--- src/rtl/core/pbs_pkg.sv ---
package pbs_pkg;

	// Configuration register indexes and the address width of the register port.
	localparam int unsigned PADDR_W = 3;
	localparam int unsigned REG_IDX_W = 1;

	typedef enum logic [REG_IDX_W-1:0] {
		REG_BURST_INTERVAL    = 1'b0,
		REG_PACKETS_PER_BURST = 1'b1
	} reg_idx_t;

	// Register widths and reset values.
	localparam int unsigned INTERVAL_W = 32;
	localparam int unsigned PPB_W      = 8;
	localparam logic [INTERVAL_W-1:0] INTERVAL_RST = 32'd100000;
	localparam logic [PPB_W-1:0]      PPB_RST      = 8'd1;

	// Field widths.
	localparam int unsigned TIME_W  = 64;
	localparam int unsigned SEQ_W   = 16;
	localparam int unsigned BURST_W = 32;
	localparam int unsigned TOTAL_W = 64;

	// One result item as it sits in the output register.
	typedef struct packed {
		logic                  send;
		logic [SEQ_W-1:0]      packet_seq;
		logic [TIME_W-1:0]     send_time;
		logic [BURST_W-1:0]    burst_number;
		logic [PPB_W-1:0]      position_in_burst;
		logic [TOTAL_W-1:0]    bursts_started;
		logic [TOTAL_W-1:0]    packets_sent;
	} result_t;

endpackage

--- src/rtl/core/probe_burst_scheduler.sv ---
// A tick transfer is registered in the tick register, and its result is then registered in the
// result register, where it is offered. Throughput: one tick per cycle while the output is not
// stalled; the single 64-bit deadline add and compare sets the path.
// Reset (arst_n low, asynchronous): no tick or result held, scheduler state cleared with
// the first burst pending, burst_interval back to 100000 and packets_per_burst back to 1.
module probe_burst_scheduler (
	input  logic                          clk,
	input  logic                          arst_n,
	// Register port
	input  logic                          psel,
	input  logic                          penable,
	input  logic                          pwrite,
	input  logic [pbs_pkg::PADDR_W-1:0]   paddr,
	input  logic [31:0]                   pwdata,
	output logic [31:0]                   prdata,
	output logic                          pready,
	// Tick channel
	input  logic                          in_valid,
	output logic                          in_stall,
	input  logic [pbs_pkg::TIME_W-1:0]    time_now,
	// Result channel
	output logic                          out_valid,
	input  logic                          out_stall,
	output logic                          send,
	output logic [pbs_pkg::SEQ_W-1:0]     packet_seq,
	output logic [pbs_pkg::TIME_W-1:0]    send_time,
	output logic [pbs_pkg::BURST_W-1:0]   burst_number,
	output logic [pbs_pkg::PPB_W-1:0]     position_in_burst,
	output logic [pbs_pkg::TOTAL_W-1:0]   bursts_started,
	output logic [pbs_pkg::TOTAL_W-1:0]   packets_sent
);
	import pbs_pkg::*;

	// Configuration registers.
	logic [INTERVAL_W-1:0] burst_interval_q;
	logic [PPB_W-1:0]      packets_per_burst_q;

	// Scheduler state.
	logic                  first_pending_q;
	logic [PPB_W-1:0]      packets_left_q;
	logic [SEQ_W-1:0]      next_seq_q;
	logic [BURST_W-1:0]    current_burst_q;
	logic [TIME_W-1:0]     burst_start_time_q;
	logic [TOTAL_W-1:0]    burst_total_q;
	logic [TOTAL_W-1:0]    packet_total_q;

	// Pipeline registers.
	logic                  valid_s1;
	logic [TIME_W-1:0]     time_s1;
	logic                  valid_s2;
	result_t               res_s2;

	logic                  cfg_write;
	reg_idx_t              cfg_idx;
	logic                  adv_s1;
	logic                  in_take;
	logic [TIME_W-1:0]     deadline;
	logic                  in_burst;
	logic                  start_burst;
	logic                  fire;
	result_t               res_d;

	// Register port: always ready, a write lands in the access phase.
	assign pready    = 1'b1;
	assign cfg_write = psel & penable & pwrite;
	assign cfg_idx   = reg_idx_t'(paddr[PADDR_W-1 -: REG_IDX_W]);

	always_comb begin
		unique case (cfg_idx)
			REG_BURST_INTERVAL:    prdata = burst_interval_q;
			REG_PACKETS_PER_BURST: prdata = {{(32-PPB_W){1'b0}}, packets_per_burst_q};
			default:               prdata = '0;
		endcase
	end

	// A write that is zero in the register's bits leaves the register unchanged.
	always_ff @(posedge clk or negedge arst_n) begin
		if (!arst_n) begin
			burst_interval_q    <= INTERVAL_RST;
			packets_per_burst_q <= PPB_RST;
		end else if (cfg_write) begin
			unique case (cfg_idx)
				REG_BURST_INTERVAL: begin
					if (pwdata != '0)
						burst_interval_q <= pwdata;
				end
				REG_PACKETS_PER_BURST: begin
					if (pwdata[PPB_W-1:0] != '0)
						packets_per_burst_q <= pwdata[PPB_W-1:0];
				end
				default: ;
			endcase
		end
	end

	// Handshake: the held tick moves on when the result register is free or draining.
	assign adv_s1    = !valid_s2 || !out_stall;
	assign in_stall  = valid_s1 && !adv_s1;
	assign in_take   = in_valid && !in_stall;

	always_ff @(posedge clk or negedge arst_n) begin
		if (!arst_n) begin
			valid_s1 <= 1'b0;
		end else if (in_take) begin
			valid_s1 <= 1'b1;
		end else if (adv_s1) begin
			valid_s1 <= 1'b0;
		end
	end

	always_ff @(posedge clk) begin
		if (in_take)
			time_s1 <= time_now;
	end

	// Decision: continue a running burst, or start one at the first tick or the deadline.
	assign deadline    = burst_start_time_q + {{(TIME_W-INTERVAL_W){1'b0}}, burst_interval_q};
	assign in_burst    = packets_left_q != '0;
	assign start_burst = !in_burst && (first_pending_q || time_s1 >= deadline);
	assign fire        = in_burst || start_burst;

	always_comb begin
		res_d = '0;
		if (fire) begin
			res_d.send         = 1'b1;
			res_d.packet_seq   = next_seq_q;
			res_d.send_time    = time_s1;
			res_d.burst_number = start_burst ? current_burst_q + 1'b1 : current_burst_q;
			res_d.position_in_burst = in_burst ? packets_per_burst_q - packets_left_q : '0;
			res_d.packets_sent = packet_total_q + 1'b1;
		end else begin
			res_d.packets_sent = packet_total_q;
		end
		res_d.bursts_started = start_burst ? burst_total_q + 1'b1 : burst_total_q;
	end

	// State update, once for each tick that moves into the result register.
	always_ff @(posedge clk or negedge arst_n) begin
		if (!arst_n) begin
			first_pending_q    <= 1'b1;
			packets_left_q     <= '0;
			next_seq_q         <= '0;
			current_burst_q    <= '0;
			burst_start_time_q <= '0;
			burst_total_q      <= '0;
			packet_total_q     <= '0;
		end else if (valid_s1 && adv_s1) begin
			if (in_burst) begin
				packets_left_q <= packets_left_q - 1'b1;
			end else if (start_burst) begin
				first_pending_q    <= 1'b0;
				current_burst_q    <= res_d.burst_number;
				packets_left_q     <= packets_per_burst_q - 1'b1;
				burst_start_time_q <= time_s1;
				burst_total_q      <= res_d.bursts_started;
			end
			if (fire) begin
				next_seq_q     <= next_seq_q + 1'b1;
				packet_total_q <= res_d.packets_sent;
			end
		end
	end

	// Result register.
	always_ff @(posedge clk or negedge arst_n) begin
		if (!arst_n) begin
			valid_s2 <= 1'b0;
		end else if (adv_s1) begin
			valid_s2 <= valid_s1;
		end
	end

	always_ff @(posedge clk) begin
		if (valid_s1 && adv_s1)
			res_s2 <= res_d;
	end

	assign out_valid         = valid_s2;
	assign send              = res_s2.send;
	assign packet_seq        = res_s2.packet_seq;
	assign send_time         = res_s2.send_time;
	assign burst_number      = res_s2.burst_number;
	assign position_in_burst = res_s2.position_in_burst;
	assign bursts_started    = res_s2.bursts_started;
	assign packets_sent      = res_s2.packets_sent;

endmodule

--- config.mk ---
export PLATFORM = sky130hd
export DESIGN_NAME = probe_burst_scheduler
export DESIGN_NICKNAME = d
export VERILOG_FILES = /design/src/rtl/core/pbs_pkg.sv /design/src/rtl/core/probe_burst_scheduler.sv
export SDC_FILE = /design/constraint.sdc
export NUM_CORES = 1
export LEC_CHECK = 0
export ABC_CLOCK_PERIOD_IN_PS = 12600
export BUFFER_PORTS_ARGS = -buffer_cell sky130_fd_sc_hd__buf_2
export CAP_MARGIN = 30
export CORE_ASPECT_RATIO = 2
export CORE_MARGIN = 2
export CORE_UTILIZATION = 40
export DETAILED_ROUTE_END_ITERATION = 16
export PLACE_DENSITY = 0.59
export SLEW_MARGIN = 20
export SYNTH_ARGS = -nofsm -noshare
export SYNTH_HDL_FRONTEND = slang
export SYNTH_SLANG_ARGS = --single-unit
--- constraint.sdc ---
create_clock -name clk -period 12.6 [get_ports clk]
set_input_delay 2.52 -clock clk [delete_from_list [all_inputs] [get_ports clk]]
set_output_delay 2.52 -clock clk [all_outputs]
set_load 0.03 [all_outputs]
==> out/results.tsv, run 1 <==
metric	value	unit
status	complete, no violations	
fmax	0.127	GHz
vias	20400	
clockPowerShare	28.8	%
via_per_inst	5.18	
core	0.0727	mm^2
io_pins	390	
cts.sinks	604	
pwr-share-comb	29.7	%
synth_flop_cell	edfxtp_1	
grt_overflow	0	
wl	75900	um
rsz0062_at_grt	false	
p_switching	2.19	mW
ys_seq_area_share	56.8	%
vdd_ir_drop_max	0.129	mV
cts_tree	done	
r2r_slack	4.71	ns
hold_path_startpoint	next_seq_q[15]$_DFFE_PN0P_	
final_max_slew_viol_count	0	
whs_endpoint	next_seq_q[15]$_DFFE_PN0P_	
cts_buffer_depth	3	
synth_edf_count	313	
p_seq_share	41.5	%
crit_required	13.12	ns
synth_top_area_cell	edfxtp_1	
hp-class	reg -> reg	
synthesis.nets	2806	
h-tree-depth	2	
grt_max_degree	105	
grt_pass1_vias	21100	
whs_path_depth	1	
yosysUniqueCellTypes	73	
post-place-ws	4.52	ns
dp.cells	3820	
fin_crit_sh	62.6	%
fin_crit	7.89	ns
initialDrtViolationCount	1022	
cpMaxStageDelayCell	nand2_1	
syn_inst	2590	
die_area	0.0757	mm^2
reg2regPathDepth	23	
swShare	34.7	%
clkLatencyLatePin	0.63	ns
gp_congestion	0.860	
worstSetupEndpointType	flop	
rr_startpoint	burst_interval_q[0]$_DFFE_PN0P_	
syn_area	0.0294	mm^2
ctsHoldBuffers	0	
fin_ws	4.71	ns
drc	0	
start_util	40.4	%
tns	0	ns
cts-resized-gates	0	
p_per_area	185	mW/mm^2
drt-wirelength-per-cell	19.3	um
cp_common_cell	a21oi_1	
grt.total_usage	20.0	%
numCtsBuffers	55	
firstDrtPassIters	5	
slowest_delay	0.63	ns
dp_hpwl	55100	um
antenna_found_initial	6	
ant_nets	0	
yosysWarnings	0	
max-cap-violations	0	
post_cts_buffers	0	
ys_ff_latch	604	
power	6.32	mW
p_leak	14.7	nW
clk_pin_slew	0.07	ns
path_cells	ha_1, inv_1, fa_1, nand2b_1, a21o_1, a21oi_1, o211ai_1, a21oi_1, a21oi_1, nor2_1, nand4_1, xor2_1, ha_1, nand4_1, nor2_1, nand3_1, a211oi_1, o31ai_2, and3_2, inv_4, nand2_1, or4_1, xnor2_1	
slew_headroom	32.0	%
port_buffers	386	
final_cell_count_no_fill	3927	
startpoint_type	flop	
synthTopCellsByArea	edfxtp_1 (32%), dfrtp_1 (24%), xnor2_1 (7.6%)	
cp_max_fo	48	
arrival	8.40	ns
area_delta_synth_final	16.4	%
final_area	0.0342	mm^2
worst_pin_slew	1.01	ns
die_y	387	um
grt_first_pass_wirelength	119000	um
fp-row-count	140	
nets	3171	
r2r-end	packet_total_q[21]$_DFFE_PN0P_	
die_width	196	um
place_area	0.0322	mm^2
synth_top_area_share	32.0	%
clock_skew	0.0200	ns
critPathKind	reg -> reg	
root_buffer	clkbuf_16	
avgSynthCellArea	11.3	um^2
intPower	4.13	mW
async_flop_share	48.2	%
setup_viol	0	
drive_gt1_share	20.3	%
hold_viol_final	0	
## power by group through the flow
| stage | clock, mW | sequential [mW] | combinational (mW) |
|---|---|---|---|
| 2_1_floorplan | 0 | 2.78 | 1.21 |
| 3_3_place_gp | 0 | 2.65 | 1.86 |
| 3_5_place_dp | 0 | 2.66 | 1.89 |
| 4_1_cts | 1.87 | 2.63 | 1.90 |
| 5_1_grt | 1.94 | 2.66 | 2.11 |
| 6_report | 1.82 | 2.62 | 1.88 |
## synthesized netlist by cell type, types with 8 or more instances
cell / number
a211oi_1: 8
a21o_1: 30
a21oi_1: 71
a31oi_1: 13
and2_1: 93
and3_1: 59
and4_1: 17
buf_2: 33
clkbuf_1: 55
dfrtp_1: 283
dfstp_2: 8
edfxtp_1: 313
ha_1: 108
inv_1: 36
mux2_2: 59
nand2_1: 422
nand2b_1: 12
nand3_1: 130
nand4_1: 74
nor2_1: 146
nor2b_1: 32
nor3_1: 42
nor3_2: 9
nor4_1: 20
o21ai_0: 48
xnor2_1: 255
xor2_1: 118
## layer usage
layer | track usage [%] | vias up | share of wire, %
li1 | - | 9790 | -
met1 | 23.1 | 9909 | 39
met2 | 36.9 | 553 | 52
met3 | 3.58 | 102 | 6.0
met4 | 6.75 | 6 | 3.0
met5 | 0 | - | 0.051
## how the worst max path moves through the flow
stage	start	to	slack, ns	depth (start not counted)
floorplan	out_stall	burst_total_q[52]$_DFFE_PN0P_	1.44	7
global placement	burst_interval_q[11]$_DFFE_PN0P_	packet_total_q[21]$_DFFE_PN0P_	4.51	21
detailed placement	burst_interval_q[0]$_DFFE_PN0P_	packet_total_q[21]$_DFFE_PN0P_	4.52	23
CTS	burst_interval_q[0]$_DFFE_PN0P_	packet_total_q[21]$_DFFE_PN0P_	4.49	23
global route	burst_interval_q[0]$_DFFE_PN0P_	packet_total_q[21]$_DFFE_PN0P_	4.22	23
finish	burst_interval_q[0]$_DFFE_PN0P_	packet_total_q[21]$_DFFE_PN0P_	4.71	23
## state kept, by name, indices dropped and copies added, names as in the netlist, 16 cells and up
name	count
burst_interval_q	32
burst_number	32
packets_sent	64
packet_seq	16
send_time	64
burst_start_time_q	64
time_s1	64
bursts_started	64
packet_total_q	64
next_seq_q	16
burst_total_q	64
current_burst_q	32
## final cells by class
type	instances	area (um^2)
Timing Repair Buffer	407	2120
Multi-Input combinational cell	1850	12100
Clock buffer	62	1450
Clock inverter	42	497
Antenna cell	2	5.00
Sequential cell	604	16700
Tap cell	923	1150
Fill cell	6682	38500
Inverter	37	149
## metrics by stage
| step | hold slack [ns] | util, % |
|---|---|---|
| after floorplan | 0.434 | - |
| after global placement | 0.455 | 44.3 |
| after detailed placement | 0.458 | 44.3 |
| after CTS | 0.477 | 47.0 |
| after global routing | 0.493 | 47.0 |
| final | 0.482 | 47.0 |
## critical path: cells and delay by family, from the launching register on
family / cells / cell delay (ns)
compound gates: 7 / 2.37
simple gates: 9 / 3.20
buf+inv: 2 / 0.57
fa+ha+maj: 3 / 0.87
flops: 1 / 0.37
xor+xnor: 2 / 0.33
## placed cells by master, fill, tap and decap left out, types with 92 or more instances in the layout
cell,Yosys,routed
nor2_1,146,145
and2_1,93,92
xnor2_1,255,255
xor2_1,118,118
buf_2,33,385
edfxtp_1,313,313
nand3_1,130,130
nand2_1,422,422
dfrtp_1,283,283
ha_1,108,108
## cells by family after synthesis
logic type                 synth area share, %
buffers and inverters                     1.96
DFF                                       56.8
xor gates and xnor gates                  11.1
other                                   0.0128
and+or+nand+nor                           18.5
AOI/OAI and AO/OA                         4.59
adders and majority gates                 4.74
muxes                                     2.26
(Power assumes the default switching activity.)
==> run 2, diff against run 1 <==
--- a/config.mk
+++ b/config.mk
@@ -5,7 +5,7 @@
 export SDC_FILE = /design/constraint.sdc
 export NUM_CORES = 1
 export LEC_CHECK = 0
-export ABC_CLOCK_PERIOD_IN_PS = 12600
+export ABC_CLOCK_PERIOD_IN_PS = 8250
 export BUFFER_PORTS_ARGS = -buffer_cell sky130_fd_sc_hd__buf_2
 export CAP_MARGIN = 30
 export CORE_ASPECT_RATIO = 2
==> constraint.sdc (replaced) <==
create_clock -name clk -period 8.25 [get_ports clk]
set_input_delay 1.65 -clock clk [delete_from_list [all_inputs] [get_ports clk]]
set_output_delay 1.65 -clock clk [all_outputs]
set_load 0.03 [all_outputs]
==> out/results.tsv, run 2 (synthesis results as in run 1) <==
metric	value	unit	change
status	complete, no violations		unchanged
p_per_area	282	mW/mm^2	was 185 mW/mm^2
drive_gt1_share	20.4	%	was 20.3%
final_max_slew_viol_count	0		unchanged
grt_first_pass_wirelength	120000	um	was 119000 um
path_buf_inv	2		unchanged
clk_pin_slew	0.07	ns	about the same
p_leak	14.8	nW	was 14.7 nW
mostFrequentLayoutCell	nand2_1		unchanged
numCtsBuffers	56		was 55
startpoint_type	flop		unchanged
clkLatencyLatePin	0.64	ns	was 0.63 ns
start_util	40.4	%	unchanged
critPathKind	reg -> reg		unchanged
clock_skew	0.0339	ns	was 0.0200 ns
worst_pin_slew	1.11	ns	was 1.01 ns
max-cap-violations	0		unchanged
hold_viol_final	0		unchanged
n_fill_cell	6683		was 6682
cts.sinks	604		unchanged
die_width	196	um	unchanged
nets	3178		was 3171
vdd_ir_drop_max	0.184	mV	was 0.129 mV
reg2regPathDepth	22		was 23
io_pins	390		unchanged
hp-class	reg -> reg		unchanged
r2r-end	packets_sent[62]$_DFFE_PP_		was packet_total_q[21]$_DFFE_PN0P_
clockPowerShare	28.8	%	about the same
via_per_inst	5.17		was 5.18
gp_congestion	0.870		was 0.860
rr_startpoint	burst_interval_q[9]$_DFFE_PN1P_		was burst_interval_q[0]$_DFFE_PN0P_
dp_hpwl	54800	um	was 55100 um
fin_crit_sh	86.6	%	was 62.6%
cts_buffer_depth	3		unchanged
swShare	34.7	%	about the same
port_buffers	386		unchanged
ctsHoldBuffers	0		unchanged
p_seq_share	41.4	%	was 41.5%
ant_nets	0		unchanged
r2r_slack	1.10	ns	was 4.71 ns
cts-resized-gates	0		unchanged
vias	20400		about the same
p_switching	3.36	mW	was 2.19 mW
die_area	0.0757	mm^2	unchanged
h-tree-depth	2		unchanged
cp_max_fo	55		was 48
whs_path_depth	1		unchanged
initialDrtViolationCount	1074		was 1022
grt.total_usage	20.3	%	was 20.0%
hold_path_startpoint	next_seq_q[15]$_DFFE_PN0P_		unchanged
area_delta_synth_final	16.7	%	was 16.4%
grt_max_degree	158		was 105
path_cells	ha_1, and3_1, and3_1, a221o_1, a21oi_1, a31oi_2, o21ai_1, o31a_1, nor3b_1, xnor2_1, ha_1, nand4_1, nor3_1, nand3_1, a211oi_1, o31ai_2, and3_2, inv_4, buf_4, nand2_1, nor2_1, xnor2_1		was ha_1, inv_1, fa_1, nand2b_1, a21o_1, a21oi_1, o211ai_1, a21oi_1, a21oi_1, nor2_1, nand4_1, xor2_1, ha_1, nand4_1, nor2_1, nand3_1, a211oi_1, o31ai_2, and3_2, inv_4, nand2_1, or4_1, xnor2_1
arrival	7.53	ns	was 8.40 ns
setup_viol	0		unchanged
fp-row-count	140		unchanged
power	9.68	mW	was 6.32 mW
whs_endpoint	next_seq_q[15]$_DFFE_PN0P_		unchanged
firstDrtPassIters	5		unchanged
crit_required	8.64	ns	was 13.12 ns
core	0.0727	mm^2	unchanged
intPower	6.32	mW	was 4.13 mW
slew_headroom	26.2	%	was 32.0%
grt_pass1_vias	21300		was 21100
antenna_found_initial	5		was 6
critPathTopFamily	compound AO/OA/AOI/OAI gates		was simple AND/OR/NAND/NOR gates
drc	0		unchanged
fmax	0.140	GHz	was 0.127 GHz
cpMaxStageDelayCell	o31a_1		was nand2_1
rsz0062_at_grt	false		unchanged
die_y	387	um	unchanged
grt_overflow	0		unchanged
wl	76200	um	was 75900 um
layout_common_cells	nand2_1 (422), buf_2 (385), edfxtp_1 (313)		unchanged
root_buffer	clkbuf_16		unchanged
worstSetupEndpointType	flop		unchanged
tns	0	ns	unchanged
drt-wirelength-per-cell	19.3	um	about the same
pwr-share-comb	29.8	%	was 29.7%
slowest_delay	0.69	ns	was 0.63 ns
cts_tree	done		unchanged
post_cts_buffers	0		unchanged
fin_crit	7.15	ns	was 7.89 ns
-- run 2: how the worst max path moves through the flow --
stage	to	depth (start not counted)	start	slack (ns)
floorplan	burst_total_q[52]$_DFFE_PN0P_	7	out_stall	1.95
global placement	packets_sent[62]$_DFFE_PP_	22	burst_interval_q[11]$_DFFE_PN0P_	1.09
detailed placement	packets_sent[62]$_DFFE_PP_	22	burst_interval_q[9]$_DFFE_PN1P_	0.99
CTS	packets_sent[62]$_DFFE_PP_	22	burst_interval_q[9]$_DFFE_PN1P_	0.98
global route	packets_sent[58]$_DFFE_PP_	22	burst_interval_q[13]$_DFFE_PN0P_	0.56
finish	packets_sent[62]$_DFFE_PP_	22	burst_interval_q[9]$_DFFE_PN1P_	1.10
-- run 2: power groups by stage --
stage                     combinational (mW)  clock, mW  sequential, mW
final                                   2.89       2.79            4.01
after global routing                    3.24       2.98            4.07
after CTS                               2.93       2.88            4.01
after detailed placement                2.91          0            4.07
after global placement                  2.87          0            4.05
after floorplan                         1.85          0            4.23
-- run 2: routing by layer --
layer	share of wire, %	global-route usage [%]	up-vias
met1	39	23.8	9928
met3	5.7	3.45	120
met4	3.5	7.51	2
met5	0.016	0	-
met2	52	36.8	549
li1	-	-	9763
-- run 2: cell type report --
| class | instances | area (um^2) | area share, % |
|---|---|---|---|
| Timing Repair Buffer | 413 | 2190 | 6.40 |
| Clock buffer | 72 | 1520 | 4.44 |
| Tap cell | 923 | 1150 | 3.37 |
| Clock inverter | 34 | 432 | 1.26 |
| Inverter | 37 | 149 | 0.434 |
| Antenna cell | 3 | 7.51 | 0.0219 |
| Multi-Input combinational cell | 1850 | 12100 | 35.4 |
| Sequential cell | 604 | 16700 | 48.7 |
-- run 2: stage by stage --
| stage | hold WS (ns) | area, um^2 | setup WS [ns] | cells | util, % |
|---|---|---|---|---|---|
| floorplan | 0.434 | 29400 | 1.95 | 2590 | - |
| global placement | 0.463 | 32300 | 1.09 | 3825 | 44.4 |
| detailed placement | 0.460 | 32300 | 0.988 | 3825 | 44.4 |
| CTS | 0.482 | 34200 | 0.983 | 3931 | 47.1 |
| global route | 0.500 | 34300 | 0.559 | 3933 | 47.1 |
| finish | 0.479 | 34300 | 1.10 | 3936 | 47.2 |
==> run 3, diff against run 2 <==
--- a/config.mk
+++ b/config.mk
@@ -5,14 +5,16 @@
 export SDC_FILE = /design/constraint.sdc
 export NUM_CORES = 1
 export LEC_CHECK = 0
+export ABC_AREA = 1
 export ABC_CLOCK_PERIOD_IN_PS = 8250
 export BUFFER_PORTS_ARGS = -buffer_cell sky130_fd_sc_hd__buf_2
 export CAP_MARGIN = 30
 export CORE_ASPECT_RATIO = 2
 export CORE_MARGIN = 2
 export CORE_UTILIZATION = 40
+export CTS_CLUSTER_DIAMETER = 30
 export DETAILED_ROUTE_END_ITERATION = 16
-export PLACE_DENSITY = 0.59
+export PLACE_DENSITY = 0.58
 export SLEW_MARGIN = 20
 export SYNTH_ARGS = -nofsm -noshare
 export SYNTH_HDL_FRONTEND = slang
==> out/results.tsv, run 3 <==
metric	value	unit	change
status	complete, no violations		unchanged
avgSynthCellArea	8.05	um^2	was 11.3 um^2
synthMuxAreaShare	0	%	was 2.26%
clk_pin_slew	0.05	ns	was 0.07 ns
p_per_area	238	mW/mm^2	was 282 mW/mm^2
grt.total_usage	27.0	%	was 20.3%
die_y	414	um	was 387 um
final_max_slew_viol_count	0		unchanged
wl	117000	um	was 76200 um
synthTopCellsByArea	edfxtp_1 (28%), dfrtp_1 (21%), nand2_1 (17%)		was edfxtp_1 (32%), dfrtp_1 (24%), xnor2_1 (7.6%)
tns	0	ns	unchanged
initialDrtViolationCount	1570		was 1074
fp-row-count	150		was 140
rr_startpoint	burst_start_time_q[36]$_DFFE_PN0P_		was burst_interval_q[9]$_DFFE_PN1P_
core	0.0835	mm^2	was 0.0727 mm^2
final_area	0.0399	mm^2	was 0.0343 mm^2
h-tree-depth	3		was 2
cts-resized-gates	0		unchanged
layout_common_cells	nand2_1 (1531), inv_1 (468), buf_2 (387)		was nand2_1 (422), buf_2 (385), edfxtp_1 (313)
drc	0		unchanged
max-cap-violations	0		unchanged
place_area	0.0366	mm^2	was 0.0323 mm^2
cp_common_cell	nand2_1		
antenna_found_initial	4		was 5
p_leak	19.4	nW	was 14.8 nW
fmax	0.160	GHz	was 0.140 GHz
grt_max_degree	176		was 158
async_flop_share	48.2	%	unchanged
slew_headroom	30.4	%	was 26.2%
synth-xor-area-share	5.20	%	was 11.1%
synthSimpleGateAreaFrac	29.0	%	was 18.5%
hold_viol_final	0		unchanged
synth_flop_cell	edfxtp_1		unchanged
setup_viol	0		unchanged
synth_fa_ha_area_share	4.13	%	was 4.74%
startpoint_type	flop		unchanged
area_delta_synth_final	18.5	%	was 16.7%
grt_overflow	0		unchanged
r2r_slack	1.99	ns	was 1.10 ns
synth_top_family_by_area	simple AND/OR/NAND/NOR gates		unchanged
crit_start	burst_start_time_q[36]$_DFFE_PN0P_		was burst_interval_q[9]$_DFFE_PN1P_
clock_skew	0.0168	ns	was 0.0339 ns
cp_max_fo	75		was 55
r2r-end	burst_start_time_q[51]$_DFFE_PN0P_		was packets_sent[62]$_DFFE_PP_
n_fill_cell	8193		was 6683
dp_hpwl	89100	um	was 54800 um
via_per_inst	5.09		was 5.17
grt_first_pass_wirelength	175000	um	was 120000 um
synthesis.nets	4402		was 2806
arrival	6.80	ns	was 7.53 ns
yosysWarnings	0		unchanged
synth_top_area_share	27.9	%	was 32.0%
ant_nets	0		unchanged
nets	4781		was 3178
numCtsBuffers	96		was 56
io_pins	390		unchanged
slowest_delay	0.85	ns	was 0.69 ns
critPathKind	reg -> reg		unchanged
yosysUniqueCellTypes	49		was 73
multi_input_area	0.0145	mm^2	was 0.0121 mm^2
crit_end	burst_start_time_q[51]$_DFFE_PN0P_		was packets_sent[62]$_DFFE_PP_
worst_hold_slack	0.452	ns	was 0.479 ns
ys_seq_area_share	49.5	%	was 56.8%
fin_crit	6.26	ns	was 7.15 ns
worstSetupEndpointType	flop		unchanged
grt_pass1_vias	29400		was 21300
drt-wirelength-per-cell	20.5	um	was 19.3 um
crit_required	8.79	ns	was 8.64 ns
firstDrtPassIters	7		was 5
root_buffer	clkbuf_16		unchanged
cts_tree	done		unchanged
cpMaxStageDelayCell	nor3_1		was o31a_1
rsz0062_at_grt	false		unchanged
drive_gt1_share	13.6	%	was 20.4%
vias	29100		was 20400
path_cells	inv_1, nor3_1, nand2_1, nor4_1, o21ai_0, nand2_1, nand2_1, nand2_1, inv_1, ha_1, nand2_1, nor2_1, nand4_1, nor2_1, nand2_2, nand2_2, nand3_4, inv_4, buf_12, o21ai_0		was ha_1, and3_1, and3_1, a221o_1, a21oi_1, a31oi_2, o21ai_1, o31a_1, nor3b_1, xnor2_1, ha_1, nand4_1, nor3_1, nand3_1, a211oi_1, o31ai_2, and3_2, inv_4, buf_4, nand2_1, nor2_1, xnor2_1
start_util	40.3	%	was 40.4%
ctsHoldBuffers	0		unchanged
reg2regPathDepth	20		was 22
die_area	0.0867	mm^2	was 0.0757 mm^2
regArea	0.0167	mm^2	unchanged
synthTopCellsByCount	nand2_1 (1533), inv_1 (470), nor2_1 (347), edfxtp_1 (313), dfrtp_1 (283)		was nand2_1 (422), edfxtp_1 (313), dfrtp_1 (283), xnor2_1 (255), nor2_1 (146)
gp_congestion	0.998		was 0.870
ys_ff_latch	604		unchanged
synth_edf_count	313		unchanged
fin_crit_sh	75.9	%	was 86.6%
die_width	209	um	was 196 um
mostFrequentLayoutCell	nand2_1		unchanged
clkLatencyLatePin	0.68	ns	was 0.64 ns
syn_inst	4186		was 2590
post_cts_buffers	0		unchanged
worst_pin_slew	1.04	ns	was 1.11 ns
synth_compound_area_share	4.64	%	was 4.59%
hp-class	reg -> reg		unchanged
vdd_ir_drop_max	0.231	mV	was 0.184 mV
cts.sinks	604		unchanged
synth.most_common_cell	nand2_1		unchanged
synth_top_area_cell	edfxtp_1		unchanged
port_buffers	386		unchanged
syn_area	0.0337	mm^2	was 0.0294 mm^2
cts_buffer_depth	3		unchanged
run 3: where the power goes:
group	total [mW]	internal (mW)	switching, mW
Sequential	3.72	3.52	0.201
Clock	4.11	2.45	1.66
Combinational	1.67	0.439	1.23
Total	9.50	6.41	3.09
run 3: stage by stage:
| stage | power [mW] | setup slack [ns] | instances | util (%) |
|---|---|---|---|---|
| final | 9.50 | 1.99 | 5715 | 47.8 |
| after CTS | 9.61 | 2.10 | 5711 | 47.8 |
| after global routing | 9.91 | 1.81 | 5713 | 47.8 |
| after global placement | 5.43 | 2.20 | 5527 | 43.8 |
| after floorplan | 4.89 | 0.245 | 4186 | - |
| after detailed placement | 5.44 | 2.13 | 5529 | 43.8 |
run 3: critical path: cells and delay by family (launching register included):
kind | cells | cell delay (ns)
and+or+nand+nor | 13 | 3.49
buffers and inverters | 4 | 1.14
AOI/OAI and AO/OA | 2 | 0.71
DFF | 1 | 0.36
adders and majority gates | 1 | 0.28
run 3: logic make-up (layout without fill, tap and decap cells):
| group | Yosys count | count (layout) |
|---|---|---|
| adders and majority gates | 110 | 110 |
| buffers and inverters | 613 | 1076 |
| and+or+nand+nor | 2366 | 2366 |
| other | 1 | 3 |
| AOI/OAI and AO/OA | 292 | 292 |
| DFF | 604 | 604 |
| xor gates and xnor gates | 200 | 200 |
run 3: worst min-delay path by stage:
stage / start / end / cells after the start
after floorplan: first_pending_q$_DFFE_PN1P_ / first_pending_q$_DFFE_PN1P_ / 2
after global placement: first_pending_q$_DFFE_PN1P_ / first_pending_q$_DFFE_PN1P_ / 2
after detailed placement: first_pending_q$_DFFE_PN1P_ / first_pending_q$_DFFE_PN1P_ / 2
after CTS: first_pending_q$_DFFE_PN1P_ / first_pending_q$_DFFE_PN1P_ / 2
after global routing: first_pending_q$_DFFE_PN1P_ / first_pending_q$_DFFE_PN1P_ / 2
final: first_pending_q$_DFFE_PN1P_ / first_pending_q$_DFFE_PN1P_ / 2
run 3: layout make-up:
class                      count  share of cell area, %
sequential                   604                   41.8
multi-input combinational   2969                   36.3
clock buffer                 109                   6.35
timing repair buffer         415                   5.65
inverter                     479                   4.53
tap                         1064                   3.33
clock inverter                73                   2.00
antenna                        2                 0.0125
run 3: per-layer routing:
| metal | routed length [um] | vias up | share of wire [%] | GRT usage (%) |
|---|---|---|---|---|
| met1 | 41300 | 13700 | 35 | 27.0 |
| met3 | 4650 | 297 | 4.0 | 4.14 |
| met2 | 62700 | 864 | 54 | 51.2 |
| li1 | - | 14300 | - | - |
| met4 | 8470 | 0 | 7.2 | 17.5 |
| met5 | 0 | - | 0 | 0 |
